<file path="config.mk">
export PLATFORM = sky130hd
export DESIGN_NAME = four_digit_seven_segment_scan_driver_flat
export DESIGN_NICKNAME = d
export VERILOG_FILES = /design/src/rtl/ssd_pkg.sv /design/src/rtl/ssd_ifs.sv /design/src/rtl/ssd_front.sv /design/src/rtl/ssd_queue.sv /design/src/rtl/ssd_serializer.sv /design/src/rtl/four_digit_seven_segment_scan_driver.sv /design/src/flat_wrapper.sv
export SDC_FILE = /design/constraint.sdc
export NUM_CORES = 1
export LEC_CHECK = 0
export BUFFER_PORTS_ARGS = -buffer_cell sky130_fd_sc_hd__buf_2
export CAP_MARGIN = 20
export CORE_MARGIN = 1.5
export CORE_UTILIZATION = 35
export CTS_CLUSTER_SIZE = 10
export DETAILED_ROUTE_END_ITERATION = 7
export PLACE_DENSITY = 0.48
export SLEW_MARGIN = 20
export SYNTH_ARGS = -nofsm -noshare
export SYNTH_HDL_FRONTEND = slang
export SYNTH_SLANG_ARGS = --single-unit
</file>
<file path="constraint.sdc">
create_clock -name clk -period 8.91 [get_ports clk]
set_input_delay 0.4455 -clock clk [delete_from_list [all_inputs] [get_ports clk]]
set_output_delay 0.4455 -clock clk [all_outputs]
set_load 0.01 [all_outputs]
</file>
<file path="src/rtl/ssd_pkg.sv">
package ssd_pkg;

    localparam int FRAME_BITS = 16;
    localparam int BYTE_BITS  = 8;
    localparam int CNT_W      = $clog2(FRAME_BITS);

    typedef struct packed {
        logic [BYTE_BITS-1:0] sel;
        logic [BYTE_BITS-1:0] seg;
    } frame_t;

    typedef enum logic [1:0] {
        FE_IDLE,
        FE_CONV,
        FE_EMIT
    } fe_state_t;

endpackage

</file>
<file path="src/rtl/ssd_ifs.sv">
interface ssd_tick_if;
    logic               valid;
    logic               ready;
    logic signed [15:0] display_value;

    modport source (output valid, output display_value, input ready);
    modport sink   (input valid, input display_value, output ready);
endinterface

interface ssd_bit_if;
    logic valid;
    logic ready;
    logic serial_bit;
    logic latch_after;
    logic last_bit;

    modport source (output valid, output serial_bit, output latch_after, output last_bit,
                    input ready);
    modport sink   (input valid, input serial_bit, input latch_after, input last_bit,
                    output ready);
endinterface

</file>
<file path="src/rtl/ssd_front.sv">
module ssd_front #(
    parameter int NUM_DIGITS = 4
) (
    input  logic              clk,
    input  logic              rst_n,
    input  logic              cfg_we,
    input  logic [15:0]       cfg_wdata,
    ssd_tick_if.sink          tick,
    output logic              push,
    output ssd_pkg::frame_t   push_frame,
    input  logic              q_full
);

    localparam int IDX_W = (NUM_DIGITS > 1) ? $clog2(NUM_DIGITS) : 1;

    function automatic int unsigned pow10(input int n);
        int unsigned p;
        p = 1;
        for (int i = 0; i < n; i++)
        begin
            p = p * 10;
        end
        return p;
    endfunction

    localparam int unsigned MAX_VAL = pow10(NUM_DIGITS) - 1;

    function automatic logic [7:0] seg_lut(input logic [3:0] d);
        logic [7:0] s;
        unique case (d)
            4'd0:    s = 8'hC0;
            4'd1:    s = 8'hF9;
            4'd2:    s = 8'hA4;
            4'd3:    s = 8'hB0;
            4'd4:    s = 8'h99;
            4'd5:    s = 8'h92;
            4'd6:    s = 8'h82;
            4'd7:    s = 8'hF8;
            4'd8:    s = 8'h80;
            4'd9:    s = 8'h90;
            default: s = 8'hC0;
        endcase
        return s;
    endfunction

    ssd_pkg::fe_state_t state_reg, state_next;
    logic [15:0]        period_reg;
    logic [15:0]        count_reg, count_next;
    logic [IDX_W-1:0]   scan_reg, scan_next;
    logic [IDX_W-1:0]   step_reg, step_next;
    logic [3:0]         digit_reg [NUM_DIGITS];
    logic [3:0]         digit_next [NUM_DIGITS];
    logic [15:0]        val_reg, val_next;

    logic [15:0]        clamped;
    logic [31:0]        prod;
    logic [15:0]        quot;
    logic [15:0]        rem;
    logic [IDX_W-1:0]   conv_idx;
    logic [IDX_W-1:0]   scan_inc;
    logic               accept;

    always_comb
    begin
        if (tick.display_value[15])
        begin
            clamped = '0;
        end
        else if ({16'd0, tick.display_value} > MAX_VAL)
        begin
            clamped = MAX_VAL[15:0];
        end
        else
        begin
            clamped = tick.display_value;
        end
    end

    // Divide by ten through the reciprocal; exact for every 16-bit value.
    assign prod     = val_reg * 32'd52429;
    assign quot     = 16'(prod >> 19);
    assign rem      = val_reg - ((quot << 3) + (quot << 1));
    assign conv_idx = IDX_W'(NUM_DIGITS - 1) - step_reg;
    assign scan_inc = (scan_reg == IDX_W'(NUM_DIGITS - 1)) ? '0 : scan_reg + 1'b1;

    assign tick.ready = (state_reg == ssd_pkg::FE_IDLE) && !q_full;
    assign accept     = tick.valid && tick.ready;

    assign push_frame.sel = 8'b1 << scan_reg;
    assign push_frame.seg = seg_lut(digit_reg[scan_reg]);

    always_comb
    begin
        state_next = state_reg;
        count_next = count_reg;
        scan_next  = scan_reg;
        step_next  = step_reg;
        val_next   = val_reg;
        digit_next = digit_reg;
        push       = 1'b0;
        unique case (state_reg)
            ssd_pkg::FE_IDLE:
            begin
                if (accept)
                begin
                    if (count_reg == period_reg)
                    begin
                        count_next = 16'd1;
                        val_next   = clamped;
                        step_next  = '0;
                        state_next = ssd_pkg::FE_CONV;
                    end
                    else
                    begin
                        count_next = count_reg + 16'd1;
                        push       = 1'b1;
                        scan_next  = scan_inc;
                    end
                end
            end
            ssd_pkg::FE_CONV:
            begin
                digit_next[conv_idx] = rem[3:0];
                val_next             = quot;
                step_next            = step_reg + 1'b1;
                if (step_reg == IDX_W'(NUM_DIGITS - 1))
                begin
                    state_next = ssd_pkg::FE_EMIT;
                end
            end
            ssd_pkg::FE_EMIT:
            begin
                if (!q_full)
                begin
                    push       = 1'b1;
                    scan_next  = scan_inc;
                    state_next = ssd_pkg::FE_IDLE;
                end
            end
            default:
            begin
                state_next = ssd_pkg::FE_IDLE;
            end
        endcase
    end

    always_ff @(posedge clk or negedge rst_n)
    begin
        if (!rst_n)
        begin
            state_reg  <= ssd_pkg::FE_IDLE;
            period_reg <= 16'd200;
            count_reg  <= '0;
            scan_reg   <= '0;
            step_reg   <= '0;
            for (int i = 0; i < NUM_DIGITS; i++)
            begin
                digit_reg[i] <= '0;
            end
        end
        else
        begin
            state_reg <= state_next;
            count_reg <= count_next;
            scan_reg  <= scan_next;
            step_reg  <= step_next;
            digit_reg <= digit_next;
            if (cfg_we)
            begin
                period_reg <= cfg_wdata;
            end
        end
    end

    always_ff @(posedge clk)
    begin
        val_reg <= val_next;
    end

endmodule

</file>
<file path="src/rtl/ssd_queue.sv">
module ssd_queue (
    input  logic            clk,
    input  logic            rst_n,
    input  logic            push,
    input  ssd_pkg::frame_t push_frame,
    output logic            full,
    input  logic            pop,
    output logic            empty,
    output ssd_pkg::frame_t pop_frame,
    output logic [1:0]      count
);

    ssd_pkg::frame_t entry_reg [2];
    logic            wr_reg, wr_next;
    logic            rd_reg, rd_next;
    logic [1:0]      count_reg, count_next;

    assign full      = (count_reg == 2'd2);
    assign empty     = (count_reg == 2'd0);
    assign pop_frame = entry_reg[rd_reg];
    assign count     = count_reg;

    always_comb
    begin
        wr_next    = push ? !wr_reg : wr_reg;
        rd_next    = pop ? !rd_reg : rd_reg;
        count_next = count_reg + 2'(push) - 2'(pop);
    end

    always_ff @(posedge clk or negedge rst_n)
    begin
        if (!rst_n)
        begin
            wr_reg    <= 1'b0;
            rd_reg    <= 1'b0;
            count_reg <= '0;
        end
        else
        begin
            wr_reg    <= wr_next;
            rd_reg    <= rd_next;
            count_reg <= count_next;
        end
    end

    always_ff @(posedge clk)
    begin
        if (push)
        begin
            entry_reg[wr_reg] <= push_frame;
        end
    end

endmodule

</file>
<file path="src/rtl/ssd_serializer.sv">
module ssd_serializer (
    input  logic            clk,
    input  logic            rst_n,
    input  logic            q_empty,
    input  ssd_pkg::frame_t q_frame,
    output logic            pop,
    ssd_bit_if.source       bits
);

    logic                                   busy_reg, busy_next;
    logic [ssd_pkg::CNT_W-1:0]              cnt_reg, cnt_next;
    logic [ssd_pkg::FRAME_BITS-1:0]         shift_reg, shift_next;
    logic                                   beat;
    logic                                   frame_done;

    assign beat       = bits.valid && bits.ready;
    assign frame_done = beat && (cnt_reg == ssd_pkg::CNT_W'(ssd_pkg::FRAME_BITS - 1));
    assign pop        = !q_empty && (!busy_reg || frame_done);

    assign bits.valid       = busy_reg;
    assign bits.serial_bit  = shift_reg[ssd_pkg::FRAME_BITS-1];
    assign bits.latch_after = (cnt_reg[2:0] == 3'(ssd_pkg::BYTE_BITS - 1));
    assign bits.last_bit    = (cnt_reg == ssd_pkg::CNT_W'(ssd_pkg::FRAME_BITS - 1));

    always_comb
    begin
        busy_next  = busy_reg;
        cnt_next   = cnt_reg;
        shift_next = shift_reg;
        if (pop)
        begin
            busy_next  = 1'b1;
            cnt_next   = '0;
            shift_next = q_frame;
        end
        else if (frame_done)
        begin
            busy_next = 1'b0;
        end
        else if (beat)
        begin
            cnt_next   = cnt_reg + 1'b1;
            shift_next = shift_reg << 1;
        end
    end

    always_ff @(posedge clk or negedge rst_n)
    begin
        if (!rst_n)
        begin
            busy_reg <= 1'b0;
            cnt_reg  <= '0;
        end
        else
        begin
            busy_reg <= busy_next;
            cnt_reg  <= cnt_next;
        end
    end

    always_ff @(posedge clk)
    begin
        shift_reg <= shift_next;
    end

endmodule

</file>
<file path="src/rtl/four_digit_seven_segment_scan_driver.sv">
// Scan driver for a multiplexed seven-segment display behind a shift-register chain.
// The tick channel takes one beat per scan tick, carrying the signed value to show.
// The bits channel gives sixteen beats per tick, most significant bit first: the
// one-hot digit select byte, then the active-low segment byte of that digit.
// Each beat flags whether a latch pulse follows it and whether it ends the frame.
// The refresh period is written through cfg_we and cfg_wdata; the user must write it
// only while the block is idle, which the block itself does not enforce. A tick that
// finds the tick counter equal to the period reloads the digits: the value is clamped
// to the display range and split one decimal digit per cycle, then its frame is pushed
// once the queue has room; other ticks push their frame in the cycle they are accepted.
// The serializer pops a frame into its shift register to send it, and pops the next one
// in the same cycle as the last bit, so frames follow back to back. A two-entry frame
// queue lets the front accept ticks while the serializer drains. When the receiver
// stalls, the current bit holds and the queue fills up, then ready on the tick channel
// falls until room is made. Reset clears the scan index, the tick counter and the
// digits (showing all zeros) and sets the refresh period to 200.
module four_digit_seven_segment_scan_driver #(
    parameter int NUM_DIGITS = 4
) (
    input  logic        clk,
    input  logic        rst_n,
    input  logic        cfg_we,
    input  logic [15:0] cfg_wdata,
    ssd_tick_if.sink    tick,
    ssd_bit_if.source   bits
);

    logic            push;
    logic            pop;
    logic            q_full;
    logic            q_empty;
    logic [1:0]      q_count;
    ssd_pkg::frame_t push_frame;
    ssd_pkg::frame_t pop_frame;

    ssd_front #(
        .NUM_DIGITS(NUM_DIGITS)
    ) u_front (
        .clk        (clk),
        .rst_n      (rst_n),
        .cfg_we     (cfg_we),
        .cfg_wdata  (cfg_wdata),
        .tick       (tick),
        .push       (push),
        .push_frame (push_frame),
        .q_full     (q_full)
    );

    ssd_queue u_queue (
        .clk        (clk),
        .rst_n      (rst_n),
        .push       (push),
        .push_frame (push_frame),
        .full       (q_full),
        .pop        (pop),
        .empty      (q_empty),
        .pop_frame  (pop_frame),
        .count      (q_count)
    );

    ssd_serializer u_ser (
        .clk     (clk),
        .rst_n   (rst_n),
        .q_empty (q_empty),
        .q_frame (pop_frame),
        .pop     (pop),
        .bits    (bits)
    );

`ifndef NO_ASSERTIONS
    a_queue_bound: assert property (@(posedge clk) disable iff (!rst_n)
        q_count != 2'd3)
        else $error("frame queue count out of range");

    a_last_latches: assert property (@(posedge clk) disable iff (!rst_n)
        bits.valid && bits.last_bit |-> bits.latch_after)
        else $error("frame end without latch pulse");

    a_frame_continues: assert property (@(posedge clk) disable iff (!rst_n)
        bits.valid && bits.ready && !bits.last_bit |=> bits.valid)
        else $error("frame broken off before its last bit");

    a_no_push_when_full: assert property (@(posedge clk) disable iff (!rst_n)
        q_full |-> !push || pop)
        else $error("push into full frame queue");
`endif

endmodule

</file>
<file path="src/flat_wrapper.sv">
// flat-port wrapper written by rule: the top's interface ports become plain ports
module four_digit_seven_segment_scan_driver_flat 
#(
    parameter int NUM_DIGITS = 4
)
  (clk, rst_n, cfg_we, cfg_wdata, tick_valid, tick_display_value, tick_ready, bits_valid, bits_serial_bit, bits_latch_after, bits_last_bit, bits_ready);
  ssd_tick_if tick_i ();
  ssd_bit_if bits_i ();
  input  logic clk;
  input  logic rst_n;
  input  logic cfg_we;
  input  logic [15:0] cfg_wdata;
  input wire logic [$bits(tick_i.valid)-1:0] tick_valid;
  input wire logic [$bits(tick_i.display_value)-1:0] tick_display_value;
  output wire logic [$bits(tick_i.ready)-1:0] tick_ready;
  output wire logic [$bits(bits_i.valid)-1:0] bits_valid;
  output wire logic [$bits(bits_i.serial_bit)-1:0] bits_serial_bit;
  output wire logic [$bits(bits_i.latch_after)-1:0] bits_latch_after;
  output wire logic [$bits(bits_i.last_bit)-1:0] bits_last_bit;
  input wire logic [$bits(bits_i.ready)-1:0] bits_ready;
  assign tick_i.valid = tick_valid;
  assign tick_i.display_value = tick_display_value;
  assign tick_ready = tick_i.ready;
  assign bits_valid = bits_i.valid;
  assign bits_serial_bit = bits_i.serial_bit;
  assign bits_latch_after = bits_i.latch_after;
  assign bits_last_bit = bits_i.last_bit;
  assign bits_i.ready = bits_ready;
  four_digit_seven_segment_scan_driver #(.NUM_DIGITS(NUM_DIGITS)) u_core (.clk(clk), .rst_n(rst_n), .cfg_we(cfg_we), .cfg_wdata(cfg_wdata), .tick(tick_i), .bits(bits_i));
endmodule
</file>
Word level (Yosys, flattened, before mapping) --
Memory sizes are Yosys's and may differ from the RTL's. Cells that the tools add are included.
Word-level totals: RAM bits 32, word-level logic and storage cells 111, output and inout port bits 5, memories 2, flip-flop bits (word level) 95, bits in read-only memories 112, bits of input ports 37
Memories:
- (name not given) | depth 16, width 7, read ports 1, clocked after Yosys merged registers in 0, wr ports 0, line ssd_front.sv:30 | unique case (d)
- u_core.u_queue.entry_reg | depth 2, width 16, read ports 1, clocked after Yosys merged registers in 0, wr ports 1, line ssd_queue.sv:13 | ssd_pkg::frame_t entry_reg [2];
Operators by class: order comparisons 4, reduce and logical (&&, ||, !) cells 23, add/subtract/negate cells 9, equality and inequality tests 14, multiplexer cells 39, bitwise gates (word level) 2, shift operators 1, multipliers 1
Operators with widths (count):
- 2-to-1 mux 16 bit | 7
- multiplier 16 x 16 -> 32 bit, second input constant | 1
- case mux 16 bit (2 select lines) | 1
- 2-to-1 mux 4 bit | 6
- 2-to-1 mux 2 bit | 10
- adder 16 x 1 -> 16 bit, second input constant | 1
- bitwise mux 16 bit | 1
- == test 16 bit | 1
- greater-than comparator 16 x 14 -> 1 bit, second input constant | 1
- 2-to-1 mux 15 bit | 1
- binary-select mux 4 bit (select 2 bit) | 1
- demux 4 bit (select 2 bit) | 1
- == test 2 bit, second input constant | 4
- != test 2 bit, second input constant | 4
- case mux 2 bit (2 select lines) | 2
- AND reduction 4 bit | 2
- nonzero test 2 bit | 4
- << shifter 1 x 2 -> 8 bit, first input constant | 1
- 2-to-1 mux 1 bit | 7
- >= comparator 3 bit, second input constant | 2
- logical AND 1 bit | 6
- inverter 2 -> 3 bit | 2
- case mux 2 bit (3 select lines) | 1
- logical NOT 1 bit | 5
- other kinds (17) | 21

Logic depth before layout (Yosys ltp) --
Gate-level depths: netlist of run 1.
word-level depth 8, mapped depth 27, depth with buffers taken out 27

Hierarchy --
From an unflattened synthesis of run 1, not the netlist that was laid out.
Unflattened totals: cell total of the unflattened synthesis 868, area, all modules 10053.4 um^2
By module, submodules not included:
- ssd_front | times used 1, area each 7634.8 um^2, cells each 741, seq. area each 1805.5 um^2
- ssd_queue | times used 1, area each 1402.6 um^2, cells each 65, seq. area each 1061.0 um^2
- ssd_serializer | times used 1, area each 1016.0 um^2, cells each 62, seq. area each 605.6 um^2

Worst setup path after synthesis of run 1 --
No wires, ideal clock.
path type register to register, from reg u_core.u_front.val_reg[10], to reg u_core.u_front.digit_reg[15] (netlist name), period minus slack after synthesis 6.105 ns, arrival time 5.974 ns, required time 8.779 ns, stages on the path, launching flop included 26, path slack 2.805 ns, path buffers 0, library setup time 0.131 ns, cells stage by stage edfxtp_1 > ha_1 > ha_1 > inv_1 > fa_1 > inv_1 > fa_1 > fa_1 > inv_1 > fa_1 > inv_1 > ha_1 > a21oi_2 > nand2_2 > a221o_1 > o211ai_1 > nor2b_1 > xnor2_1 > ha_1 > and2_1 > and4b_1 > a211oi_1 > nand2_1 > xnor2_1 > xnor2_1 > o21ai_0
Between the ends: longest elaborated chain between the ends 4
RTL lines:
- from (decl) | line ssd_front.sv:53 | logic [15:0] val_reg, val_next;
- from (signal assigned) | line ssd_front.sv:177 | val_reg <= val_next;
- multiplier 16 x 16 -> 32 bit | line ssd_front.sv:80 | assign prod = val_reg * 32'd52429;
- adder 4 bit | line ssd_front.sv:82 | assign rem = val_reg - ((quot << 3) + (quot << 1));
- subtractor 4 bit | line ssd_front.sv:82
- bitwise mux 16 bit | line ssd_front.sv:123 | digit_next[conv_idx] = rem[3:0];
- to (signal assigned) | line ssd_front.sv:167 | digit_reg <= digit_next;
- to (decl) | line ssd_front.sv:51 | logic [3:0] digit_reg [NUM_DIGITS];
No other way between the ends. A chain may end at the register's enable or synchronous reset.

Final worst setup path of run 1 --
Ends and elaborated chain as after synthesis.

==> results of run 1 <==
==> critical path: stages (launching register included) <==
cell and delay (ps):
edfxtp_1 500, ha_1 390, ha_1 290, inv_1 50
fa_1 500, inv_1 50, fa_1 470, fa_1 550
inv_1 50, fa_1 520, inv_1 40, ha_1 320
nand4_1 150, a31oi_1 480, nand2b_1 200, o211ai_1 140
nor2b_1 180, xnor2_1 150, ha_1 310, and2_1 180
and4b_1 200, a211oi_1 170, nand2_1 90, xnor2_1 140
xnor2_1 280, o21ai_0 130
==> cells in the mapped netlist, drive strengths merged, types with 2 or more instances <==
library cell | instances | area, µm²
a21oi | 28 | 155.2
a21o | 10 | 82.57
nand3 | 6 | 30.03
xnor2 | 32 | 280.3
a211oi | 6 | 45.04
inv | 135 | 506.7
nand4 | 15 | 93.84
dfstp | 3 | 78.83
ha | 150 | 1877
mux4 | 3 | 67.56
o211ai | 2 | 15.01
mux2 | 19 | 214.0
and3 | 11 | 68.82
dfrtp | 60 | 1501
a221oi | 2 | 35.04
o22ai | 3 | 18.77
and2 | 4 | 25.02
or3 | 4 | 25.02
nand2b | 11 | 68.82
nor2b | 11 | 68.82
fa | 71 | 1421
nor2 | 48 | 180.2
mux2i | 19 | 190.2
edfxtp | 53 | 1592
nand2 | 61 | 231.5
or2 | 5 | 31.28
nor3 | 10 | 50.05
o21ai | 50 | 250.2
xor2 | 19 | 166.4
nor3b | 3 | 22.52
clkbuf | 18 | 68.81
nor4 | 2 | 18.77
a31oi | 4 | 25.02
o31ai | 4 | 30.03
==> layout make-up <==
cell class	count	area share
multi-input cells	624	0.5442
flip-flops and latches	116	0.2920
inverters	135	0.04665
well taps	341	0.03928
clock buffers	18	0.03951
repair buffers	46	0.02235
clock inverters	14	0.01601
==> worst paths after layout <==
kind | startpoint | to | slack, ps | depth (start not counted)
worst max register to register | u_core.u_front.val_reg[10] | u_core.u_front.digit_reg[15] | 2230 | 25
worst min register to register | u_core.u_front.digit_reg[13] | u_core.u_front.digit_reg[13] | 480 | 2
max in group asynchronous | rst_n | u_core.u_front.count_reg[13] | 8160 | 2
worst min-delay path | rst_n | u_core.u_queue.wr_reg | 200 | 2
worst max-delay path | u_core.u_front.val_reg[10] | u_core.u_front.digit_reg[15] | 2230 | 25
min in group clk | cfg_wdata[5] | u_core.u_front.period_reg[5] | 260 | 2
==> routing by layer <==
metal / wire length, µm / vias to the layer above
li1: - / 3121
met1: 10550 / 3001
met2: 9290 / 86
met3: 553 / 18
met4: 248 / 0
met5: 0 / -
==> logic make-up after synthesis <==
group | synth area share
compound gates | 0.07805
xor+xnor | 0.04621
buf+inv | 0.06070
mux | 0.04880
fa+ha+maj | 0.3412
flops | 0.3281
simple gates | 0.09656
other cells | 0.0003879
==> per-stage QoR <==
| step | setup WS, ps | std cells | total power [µW] | hold slack, ps | utilization |
|---|---|---|---|---|---|
| floorplan | 2805 | 894 | 974.0 | 149.9 | - |
| global placement | 2438 | 1262 | 1063 | 462.0 | 0.3796 |
| detailed placement | 2288 | 1262 | 1065 | 469.4 | 0.3796 |
| CTS | 2220 | 1294 | 1782 | 231.7 | 0.4019 |
| global route | 1865 | 1294 | 1863 | 242.7 | 0.4019 |
| finish | 2233 | 1294 | 1755 | 196.6 | 0.4019 |
==> power groups by stage <==
stage               Sequential (µW)  Clock (µW)  Combinational (µW)
finish                          759         706                 290
global route                    775         750                 338
CTS                             761         724                 297
detailed placement              770           0                 295
global placement                770           0                 294
floorplan                       734           0                 240
==> run metrics, run 1 <==
status=finished clean; M2 GR Usage=0.2501; CTS Root Cell=clkbuf_16; PortBufs=41; fraction of registers with async set/reset=0.5431; Register Area=0.003172 mm²; Starting DRT DRC Count=289; setup TNS=0 ps; Post-DRT Antenna Nets=0; Post-DP Area=0.01026 mm²; most frequent cells in the layout=ha_1 (150), inv_1 (135), fa_1 (71); Slew Viols, Final=0; CP endpoint kind=flip-flop; Mapped Area=0.009667 mm²; area grow syn2layout=12.37%; Leakage=0.005205 µW; min-delay worst type=input pin to asynchronous set/reset pin; Initial DRT Pass Iterations=4; Seq/Total Area, Yosys=0.3281; CTS H-Tree Depth=4; # nets final=1198; Internal=1266 µW; most common cell after layout, fill and taps aside=ha_1; Syn Nets=1152; Worst VDD drop=91.35 µV; clock latency on the worst-skew pair=410 ps; GR Util met1=0.2302; CP Data Required Time=9180 ps; WL/cell=15.95 µm; diode count=0; Top FF cell, synth=dfrtp_1; minimum clock period=6677 ps; DIE WIDTH=169.2 µm; chip height=169.2 µm; clk buf depth=2; Logic pwr share=0.165; sequential power share=0.433; initial antenna violation count=0; Warnings, synthesis=0; number of global-route vias before repair=6512; final number of setup-violating endpoints=0; Placer Congestion=0.8700; unrepaired setup endpoints after global routing=no; PD cells=161.5 mW/mm²; GRT Overall Usage=0.1590; clk_skew=10.81 ps; post-synth cell types=53; Most Crowded Layer GR=met2; Post-synth EDFFs=53; clock share of power=0.402; final hold violation count=0; Vias=6226; Setup crit start kind=flip-flop; total CTS buffers=17; crit path max fanout=5; sw frac=0.2787; core footprint=0.02703 mm²; cell area after layout=0.01086 mm²; max_slew headroom=0.3493; initial core utilization=0.3577; final WL=20.65 mm; GRT Residual Overflow=0; max FFs per register=22; largest net degree at the start of global routing=64; setup bufs post-CTS=0; total die area=0.02863 mm²; standard-cell rows=60; Filler cells=2650; fraction of layout cells with a size suffix above 1=0.1217; Worst-Margin Slew=974.0 ps; Setup Crit Path Kind=flip-flop to flip-flop; CTS tree=built; max cap viols=0; Detailed Place HPWL=16.75 mm; period utilisation layout=0.7494; via/cell ratio=4.811; maximum operating frequency=149.8 MHz; first-pass GRT wire length=34.95 mm; Switch Pwr=489.0 µW; Yosys reg bits=116; IO Count=42; # DRC=0; Clk pin slew, worst setup/hold paths=60 ps; clk sinks=116; cts repair resizes=0; area taken by multi-input logic gates=0.005912 mm²; cts hold-fix bufs=0; GR Util met3=0.02285; Syn Inst Count=894; WP data arrival=6950 ps; Post-Syn Area per Cell=10.81 µm²
Note: power is estimated with default switching activity, not from simulation.
==> inputs of run 2 (changes only) <==
- ABC_AREA: default -> 1
- PLACE_DENSITY: 0.48 -> 0.5
- clock period: 8.91 -> 5.39 ns (I/O delays scaled with it)
==> run 2 against run 1 <==
The flow now finishes with violations (setup timing). Sequential share of layout area fell by 4.8 points. Final cell count rose by 32%. Die area rose by 7.0%. Worst setup slack got worse by 2200 ps. Sequential cell count did not move. Synthesized area rose by 7.1%. Wire length rose by 30%. Clock power rose by 71%. Total power rose by 110%. Clock-buffer cell count fell by 1. Global-route usage rose by 2.5 points. Utilization rose by 4.7 points. Critical endpoint unchanged.
==> run metrics, run 2 <==
first-pass GRT wire length=43.42 mm (+24%); standard-cell rows=62 (+3.3%); GRT Residual Overflow=0 (unchanged); min-delay worst type=input pin to asynchronous set/reset pin; clk buf depth=2 (unchanged); compound-gate portion of the synthesized area=0.07973 (+0.001681); Placer Congestion=0.8724 (+0.28%); Mapped Area=0.01036 mm² (+7.1%); Leakage=0.006473 µW (+24%); CTS Root Cell=clkbuf_16; most common cell after layout, fill and taps aside=inv_1; Post-Place Cells=1653 (+31%); post-synth top area cell=ha_1; max cap viols=0 (unchanged); Post-DRT Antenna Nets=0 (unchanged); PortBufs=41 (unchanged); fraction of layout cells with a size suffix above 1=0.2426 (+0.1209); Detailed Place HPWL=21.36 mm (+28%); status=finished, violations left; maximum operating frequency=185.5 MHz (+24%); Clk pin slew, worst setup/hold paths=60 ps (about the same); Warnings, synthesis=0 (unchanged); initial antenna violation count=0 (unchanged); area grow syn2layout=25.39%; Synth Area in Adders=0.3184 (-0.02275); Buf+Inv Stages, Crit Path=9 (+5); Syn Nets=1403 (+22%); cell mode on critical path=inv_1; Worst Reg-to-Reg Cells=29 (+16%); # nets final=1568 (+31%); # DRC=0 (unchanged); top post-synthesis cells by area=ha_1 (18%), edfxtp_1 (15%), dfrtp_1 (14%), fa_1 (14%), inv_1 (7.6%); DIE WIDTH=175.0 µm (+3.4%); Post-synth EDFFs=53 (unchanged); CTS tree=built; crit-path max cell delay=550 ps (about the same); Setup crit start kind=flip-flop; Yosys reg bits=116 (unchanged); minimum clock period=5392 ps (-1285 ps); Starting DRT DRC Count=366 (+27%); largest net degree at the start of global routing=64 (unchanged); setup TNS=-1.985 ps (-1.985 ps); number of global-route vias before repair=8191 (+26%); crit path max fanout=4 (-1); final number of setup-violating endpoints=1 (+1); pre-CTS setup slack=-344.4 ps (-2632 ps); WP data arrival=5740 ps (-1210 ps); Top FF cell, synth=dfrtp_1; Vias=8035 (+29%); Simple-Gate Fraction of Synth Area=0.1619 (+0.06532); WL/cell=15.74 µm (-1.3%); GRT Overall Usage=0.1836 (+0.02458); Final Util=0.4488 (+0.04690); delay-heaviest family, CP=adder cells; clk_skew=18.09 ps (+7.279 ps); reg2reg end=u_core.u_front.digit_reg[15]; Post-Syn Area per Cell=9.046 µm² (-16%); Worst path slowest cell=fa_1; top-count cell post-synth=inv_1; unrepaired setup endpoints after global routing=yes; via/cell ratio=4.707 (-2.2%); total CTS buffers=17 (unchanged); CP Data Required Time=5740 ps (-3440 ps); post-synth cell types=51 (-3.8%); core footprint=0.02894 mm² (+7.1%); GR Util met1=0.2542 (+0.02391); fraction of registers with async set/reset=0.5431 (unchanged); initial core utilization=0.3580 (about the same); Final WS setup=-1.985 ps (-2235 ps); share of synthesized area spent on multiplexers=0.01413 (-0.03466); GR Util met3=0.02459 (+0.001732); IO Count=42 (unchanged); max FFs per register=22 (unchanged); Setup Crit Path Kind=flip-flop to flip-flop; crit path launch=u_core.u_front.val_reg[0]; clk sinks=116 (unchanged); Worst VDD drop=195.4 µV (+110%); WHS=21.89 ps (-174.7 ps); final hold violation count=0 (unchanged); R2R setup slack=-2 ps (-2230 ps); Worst-Margin Slew=992.7 ps (+18.73 ps); main combinational cell family by area after synthesis=adder cells; diode count=0 (unchanged); CTS H-Tree Depth=4 (unchanged); total die area=0.03063 mm² (+7.0%); period utilisation layout=1.000 (+0.2509); Initial DRT Pass Iterations=5 (+1); synth cell count leaders=inv_1 (209), nand2_1 (205), ha_1 (150); PD cells=277.7 mW/mm² (+72%); CP endpoint kind=flip-flop; failing checks=setup timing; max_slew headroom=0.3357 (-0.01359); most frequent cells in the layout=inv_1 (202), nand2_1 (192), ha_1 (124); M2 GR Usage=0.3024 (+0.05228); final non-filler cell total=1707 (+32%); clock latency on the worst-skew pair=430 ps (+20 ps); chip height=175.0 µm (+3.4%); final WL=26.87 mm (+30%); Seq/Total Area, Yosys=0.3062 (-0.02188); Most Crowded Layer GR=met2; Yosys top cell area share=0.1812 (-0.01295); Syn Inst Count=1145 (+28%); RR Startpoint=u_core.u_front.val_reg[0]; Synth Area in XOR/XNOR=0.03467 (-0.01154); Slew Viols, Final=0 (unchanged)
[run 2: changes by cell type in the layout (fill, tap and decap cells not counted), moves of 13 or more]
cell and change:
ha_4 +20, nor2_1 +21, mux2i_1 -19, nand3_1 +34, ha_1 -26, o21ai_1 +20
buf_4 +108, nand2_1 +132, xnor2_1 -18, o21ai_0 -25, nand2_2 +13, inv_1 +67
inv_2 +17
[run 2: layout make-up]
cell class / count / area (µm²)
flip-flops and latches: 116 / 3172
repair buffers: 158 / 1099
clock buffers: 17 / 425.4
well taps: 384 / 480.5
fillers: 2868 / 15950
inverters: 220 / 825.8
multi-input cells: 797 / 6807
clock inverters: 15 / 178.9
[run 2: timing repair]
item | 4_1_cts | 5_1_grt
endpoints found under the setup margin | 19 | 24
resized for setup | 36 | 67
setup buffers | 12 | 10
pin swaps | 18 | 28
hold buffers | 0 | 0
[run 2: worst max path at each step]
stage / to / slack (ps) / depth (start not counted)
global route: u_core.u_front.digit_reg[15] / -240 / 29
global placement: u_core.u_front.digit_reg[15] / -200 / 26
floorplan: u_core.u_front.digit_reg[11] / 70 / 27
finish: u_core.u_front.digit_reg[15] / -2 / 29
CTS: u_core.u_front.digit_reg[15] / 3 / 24
detailed placement: u_core.u_front.digit_reg[15] / -340 / 27
[run 2: report_power, final]
group	switching (µW)	internal, µW	total, µW
registers	157	1230	1390
clock network	476	731	1210
logic	610	397	1010
[run 2: cells by family (layout without fill, tap and decap cells)]
kind of cell | count (synthesis) | in the layout
compound gates | 142 | 142
flops | 116 | 116
fa+ha+maj | 221 | 221
mux | 13 | 13
xor+xnor | 41 | 41
other cells | 1 | 1
simple gates | 379 | 379
buf+inv | 232 | 410
[run 2: stage by stage]
step | area, µm² | total power [µW]
after floorplan | 10360 | 2073
after global placement | 11710 | 2356
after detailed placement | 11710 | 2371
after CTS | 12660 | 3611
after global routing | 12990 | 3845
final | 12990 | 3606
[run 2: layer usage]
layer,part of all wire,up-vias
met2,0.47,142
li1,-,4048
met1,0.48,3813
met4,0.020,0
met3,0.032,32
met5,0,-
